### config.mk
export PLATFORM = sky130hd
export DESIGN_NAME = rci_front
export DESIGN_NICKNAME = d
export VERILOG_FILES = /design/src/hw/rtl/rci_pkg.sv /design/src/hw/rtl/rci_front.sv
export SDC_FILE = /design/constraint.sdc
export NUM_CORES = 2
export LEC_CHECK = 0
export BUFFER_PORTS_ARGS = -buffer_cell sky130_fd_sc_hd__buf_4
export CAP_MARGIN = 15
export CORE_MARGIN = 2
export CORE_UTILIZATION = 40
export DETAILED_ROUTE_END_ITERATION = 12
export GPL_ROUTABILITY_DRIVEN = 0
export SETUP_SLACK_MARGIN = 0.3
export SLEW_MARGIN = 30
export SYNTH_ARGS = -nofsm -noshare
export SYNTH_HDL_FRONTEND = slang
export SYNTH_SLANG_ARGS = --single-unit
### constraint.sdc
create_clock -name clk -period 12.9 [get_ports clk]
set_input_delay 1.29 -clock clk [delete_from_list [all_inputs] [get_ports clk]]
set_output_delay 1.29 -clock clk [all_outputs]
set_load 0.005 [all_outputs]
### src/hw/rtl/rci_pkg.sv
package rci_pkg;

  localparam int FRAC_BITS_DEF = 16;
  localparam int MUL_LAT       = 4;
  localparam int MIDQ_DEPTH    = 4;
  localparam int OUTQ_DEPTH    = 2;

  localparam int IDX_W = 3;
  localparam int CFG_W = 32;

  localparam logic [IDX_W-1:0] REG_END_A_X = 3'd0;
  localparam logic [IDX_W-1:0] REG_END_A_Y = 3'd1;
  localparam logic [IDX_W-1:0] REG_END_A_Z = 3'd2;
  localparam logic [IDX_W-1:0] REG_END_B_X = 3'd3;
  localparam logic [IDX_W-1:0] REG_END_B_Y = 3'd4;
  localparam logic [IDX_W-1:0] REG_END_B_Z = 3'd5;
  localparam logic [IDX_W-1:0] REG_RADIUS  = 3'd6;

  localparam logic [30:0] RADIUS_RESET = 31'd13107;

  typedef logic signed [63:0] s64_t;
  typedef logic signed [32:0] d33_t;

  typedef struct packed {
    logic signed [31:0] x;
    logic signed [31:0] y;
    logic signed [31:0] z;
  } vec32_t;

  typedef struct packed {
    d33_t x;
    d33_t y;
    d33_t z;
  } vec33_t;

  typedef struct packed {
    vec32_t rd;
    vec33_t oa;
    vec33_t ob;
    vec33_t ba;
  } ray_t;

  localparam s64_t S64_MAX = 64'sh7FFF_FFFF_FFFF_FFFF;
  localparam s64_t S64_MIN = 64'sh8000_0000_0000_0000;

  function automatic s64_t sat65(input logic signed [64:0] v);
    if (v[64] != v[63]) return v[64] ? S64_MIN : S64_MAX;
    return v[63:0];
  endfunction

  function automatic s64_t sadd(input s64_t a, input s64_t b);
    logic signed [64:0] s;
    s = {a[63], a} + {b[63], b};
    return sat65(s);
  endfunction

  function automatic s64_t ssub(input s64_t a, input s64_t b);
    logic signed [64:0] s;
    s = {a[63], a} - {b[63], b};
    return sat65(s);
  endfunction

  function automatic s64_t sneg(input s64_t a);
    if (a == S64_MIN) return S64_MAX;
    return -a;
  endfunction

  function automatic s64_t sum3(input s64_t a, input s64_t b, input s64_t c);
    return sadd(sadd(a, b), c);
  endfunction

  function automatic s64_t sat_mag(input logic neg, input logic [127:0] m);
    if (|m[127:64]) return neg ? S64_MIN : S64_MAX;
    if (!neg) return m[63] ? S64_MAX : s64_t'(m[63:0]);
    if (m[63]) return S64_MIN;
    return -s64_t'(m[63:0]);
  endfunction

  function automatic logic [63:0] mag64(input s64_t v);
    return v[63] ? (~v + 64'd1) : v;
  endfunction

  function automatic s64_t ext33(input d33_t v);
    return {{31{v[32]}}, v};
  endfunction

  function automatic s64_t ext32(input logic signed [31:0] v);
    return {{32{v[31]}}, v};
  endfunction

  function automatic logic signed [31:0] sat32(input s64_t v);
    if ((&v[63:31]) || !(|v[63:31])) return v[31:0];
    return v[63] ? 32'sh8000_0000 : 32'sh7FFF_FFFF;
  endfunction

endpackage

### src/hw/rtl/rci_front.sv
module rci_front import rci_pkg::*; (
  input  logic               clk,
  input  logic               rst,
  input  logic               push,
  output logic               full,
  input  logic signed [31:0] origin_x,
  input  logic signed [31:0] origin_y,
  input  logic signed [31:0] origin_z,
  input  logic signed [31:0] dir_x,
  input  logic signed [31:0] dir_y,
  input  logic signed [31:0] dir_z,
  input  vec32_t             end_a,
  input  vec32_t             end_b,
  output ray_t               ray,
  output logic               ray_valid,
  input  logic               ray_pop
);

  localparam int PW = $clog2(MIDQ_DEPTH);

  ray_t          mem [0:MIDQ_DEPTH-1];
  ray_t          item;
  logic [PW-1:0] wp, rp;
  logic [PW:0]   cnt;
  logic          wr;

  function automatic d33_t diff(input logic signed [31:0] a, input logic signed [31:0] b);
    return {a[31], a} - {b[31], b};
  endfunction

  always_comb begin
    item.rd.x = dir_x;
    item.rd.y = dir_y;
    item.rd.z = dir_z;
    item.oa.x = diff(origin_x, end_a.x);
    item.oa.y = diff(origin_y, end_a.y);
    item.oa.z = diff(origin_z, end_a.z);
    item.ob.x = diff(origin_x, end_b.x);
    item.ob.y = diff(origin_y, end_b.y);
    item.ob.z = diff(origin_z, end_b.z);
    item.ba.x = diff(end_b.x, end_a.x);
    item.ba.y = diff(end_b.y, end_a.y);
    item.ba.z = diff(end_b.z, end_a.z);
  end

  assign full      = cnt == (PW+1)'(MIDQ_DEPTH);
  assign wr        = push && !full;
  assign ray_valid = cnt != '0;
  assign ray       = mem[rp];

  always_ff @(posedge clk) begin
    if (wr) begin
      mem[wp] <= item;
    end
  end

  always_ff @(posedge clk) begin
    if (rst) begin
      wp  <= '0;
      rp  <= '0;
      cnt <= '0;
    end else begin
      if (wr) wp <= wp + PW'(1);
      if (ray_pop) rp <= rp + PW'(1);
      cnt <= cnt + (PW+1)'(wr) - (PW+1)'(ray_pop);
    end
  end

endmodule

==> results.txt <==
status: complete, no violations
clock buffer depth: 3
Final Hold Fails: 0
Peak Freq: 179 MHz
post-route clock period utilization: 43.2%
Iteration-0 DRC Markers: 2,798
Cells after DPL: 7,346
RSZ-0062 raised after global routing: false
met2 routed WL: 95,800 um
Seq cells post-synth: 1,581
initial antenna violation count: 36
leakage: 31.1 nW
number of iterations in the first detailed-routing pass: 6
Cells after Synth: 4,293
num rows: 155
CTS tree: yes
cts hold-fix bufs: 0
Mean Syn Cell Area: 16.7 sq um
Rel. slew slack: 33.9%
final hold slack: 0.533 ns
worst path bufs/invs: 4
CP dominant cell by count: buf_4
Top FF cell, synth: edfxtp_1
post_cts resized: 0
area of the mapped netlist: 71,800 sq um
core area: 178,000 sq um
cell chain of the critical path: buf_4, buf_4, buf_4, mux4_2, buf_4
DP Area: 80,600 sq um
Tot GR Track Use: 20.5%
Worst IR Drop VDD: 0.000112 V
worst hold path type: flip-flop to flip-flop
Yosys Warn Count: 0
clk_skew: 0.0406 ns
drt wl/cell: 25.0 um
number of global-route vias before repair: 41,600
GRT Residual Overflow: 0
Critical Path RT: 11.61 ns
I/O pin cnt: 783
Slew Limit Fails: 0
Die H: 428 um
Slowest-stage cell, CP: dfxtp_4
Fin Setup TNS: 0 ns
CTS Buf Count: 168
setup ws final: 7.33 ns
DRC Markers: 0
Crit Path Class: flip-flop to output pin
Worst-Margin Slew: 0.991 ns
Port Buffers: 782
design area: 86,000 sq um
WL final: 192,000 um
H-tree depth: 4
cell taking the most area after synthesis: edfxtp_1
Post-synth ARST share: 0%
pre-CTS WS: 7.73 ns
final setup fails: 0
HPWL after detailed placement: 137,000 um
Reg clk slew, reported paths: 0.06 ns
die area: 183,000 sq um
Synth cell types: 95
post-route minimum period: 5.57 ns
Area growth syn-to-layout: 19.7%
vias post-DR: 41,500
die width: 428 um
CP max FO: 32
Via density: 5.41
final cell count without fillers: 7,677
register area share after synthesis: 66.0%
nets: 5,855
Starting Density: 40.3%
Total Power: 14.2 mW
Cell Pwr Density: 165 nW/um^2
max_cap viols: 0
post-synth top area share: 65.7%
CTS Sinks: 1,581
CP Capture Type: output pin
Top Metal Used: met5
layout cells sized above 1: 28.4%
number of flops mapped to enable cells by yosys: 1,572
Antenna Nets Post-Route: 0
post-synth net total: 4,985
Setup Buffers After CTS: 0
DR WL met3: 9950 um
global-route wire length before repair: 276,000 um
CP top delay family: buffers and inverters
DRT met1 WL: 78,300 um
final core occ: 48.2%
Root Buffer: clkbuf_16
CP peak stage delay: 0.70 ns
startpoint types: flip-flop
CP arrival: 4.28 ns
worst-skew pair later-pin latency: 0.84 ns
pin count of the biggest net entering global routing: 125
Synth area leaders: edfxtp_1 (66%), mux4_2 (12%), ha_1 (5.1%)
==> power breakdown <==
part | internal [mW] | switching, mW
Sequential | 6.52 | 0.121
Combinational | 1.27 | 1.69
Clock | 2.58 | 2.01
==> registers in the layout (all words and copies together), names as in the netlist, named ones only <==
| signal | cells |
|---|---|
| cnt | 3 |
| wp | 2 |
| rp | 2 |
| mem | 1572 |
==> routing by layer <==
metal	vias to the layer above	track usage (%)
li1	18800	-
met1	21200	26.1
met2	1182	34.4
met3	287	4.04
met4	2	8.42
met5	-	0
==> kinds of logic (layout without fill, tap and decap cells) <==
group | after synthesis | in the layout | synth area share [%]
adders and majority gates | 304 | 304 | 5.40
xor gates and xnor gates | 244 | 244 | 2.97
buffers and inverters | 400 | 1401 | 2.12
muxes | 396 | 396 | 12.4
and+or+nand+nor | 589 | 589 | 3.95
AOI/OAI and AO/OA | 779 | 779 | 7.23
other | 0 | 28 | 0
DFF | 1581 | 1581 | 66.0
==> cells in the final DEF (no fill, tap or decap), types with 16 or more instances in the layout <==
cell       Yosys  final
mux4_2       393    393
o211ai_1      16     16
a21o_1       122    122
and3_1        30     30
nor2b_1       33     33
nor3_1        30     30
nand3_1       54     54
nand2b_1      35     35
o21a_1        45     45
o21bai_1      32     32
inv_1        279    279
clkbuf_1      69     36
nand4_1       24     24
o21ai_0      125    125
edfxtp_1    1572   1572
nand2_1      164    164
ha_1         294    294
xnor2_1      170    170
a211oi_1      21     21
diode_2        0     28
nor2_1       153    153
clkinv_2       0     20
clkbuf_16      0    169
xor2_1        74     74
a31oi_1       27     27
clkinv_1       0     36
a21oi_1      237    237
buf_4          1    811
==> layout make-up <==
type                    count  area (sq um)
diodes                     28          70.1
well taps                2355          2950
inverters                 279          1050
fillers                 15200         92500
clock buffers             207          4390
repair buffers            821          6300
clock inverters            94           878
flip-flops and latches   1581         47400
multi-input cells        2312         22900
==> cell usage after synthesis, types with 6 or more instances <==
master / instances
a31o_2: 8
o21bai_1: 32
a211o_1: 7
edfxtp_1: 1572
and3_1: 30
clkbuf_1: 69
a21o_1: 122
fa_1: 10
nor3b_1: 6
o31ai_1: 12
xnor2_1: 170
o31a_1: 10
mux4_2: 393
a211oi_1: 21
xor2_1: 74
a31oi_1: 27
buf_1: 49
nand4_1: 24
a21oi_1: 237
or2_2: 7
nand2b_1: 35
ha_1: 294
o211ai_1: 16
inv_1: 279
or3_1: 8
and4_1: 6
dfxtp_1: 9
or4_1: 7
o21a_1: 45
nand2_1: 164
o21ai_1: 14
o21ai_0: 125
a2111oi_0: 6
nor2b_1: 33
nor3_1: 30
and2_1: 18
o2111ai_1: 6
nand3_1: 54
nor2_1: 153
==> worst paths after layout <==
kind,slack [ns],from,endpoint,cells after the start
setup reg to reg,9.07,cnt[2]$_SDFF_PP0_,mem[3][285]$_DFFE_PP_,5
hold reg to reg,0.53,rp[1]$_SDFFE_PP0P_,rp[1]$_SDFFE_PP0P_,2
hold / removal,0.53,rp[1]$_SDFFE_PP0P_,rp[1]$_SDFFE_PP0P_,2
setup / recovery,7.33,flip-flop,ray[238],5
==> worst register-to-register path, stage by stage, from the launching register on <==
cell and delay [ns]:
dfxtp_1 0.32, nor3b_1 0.18, nor2b_1 0.43, and2_4 0.83, buf_4 0.82, buf_4 0.78
(Power assumes the default switching activity.)
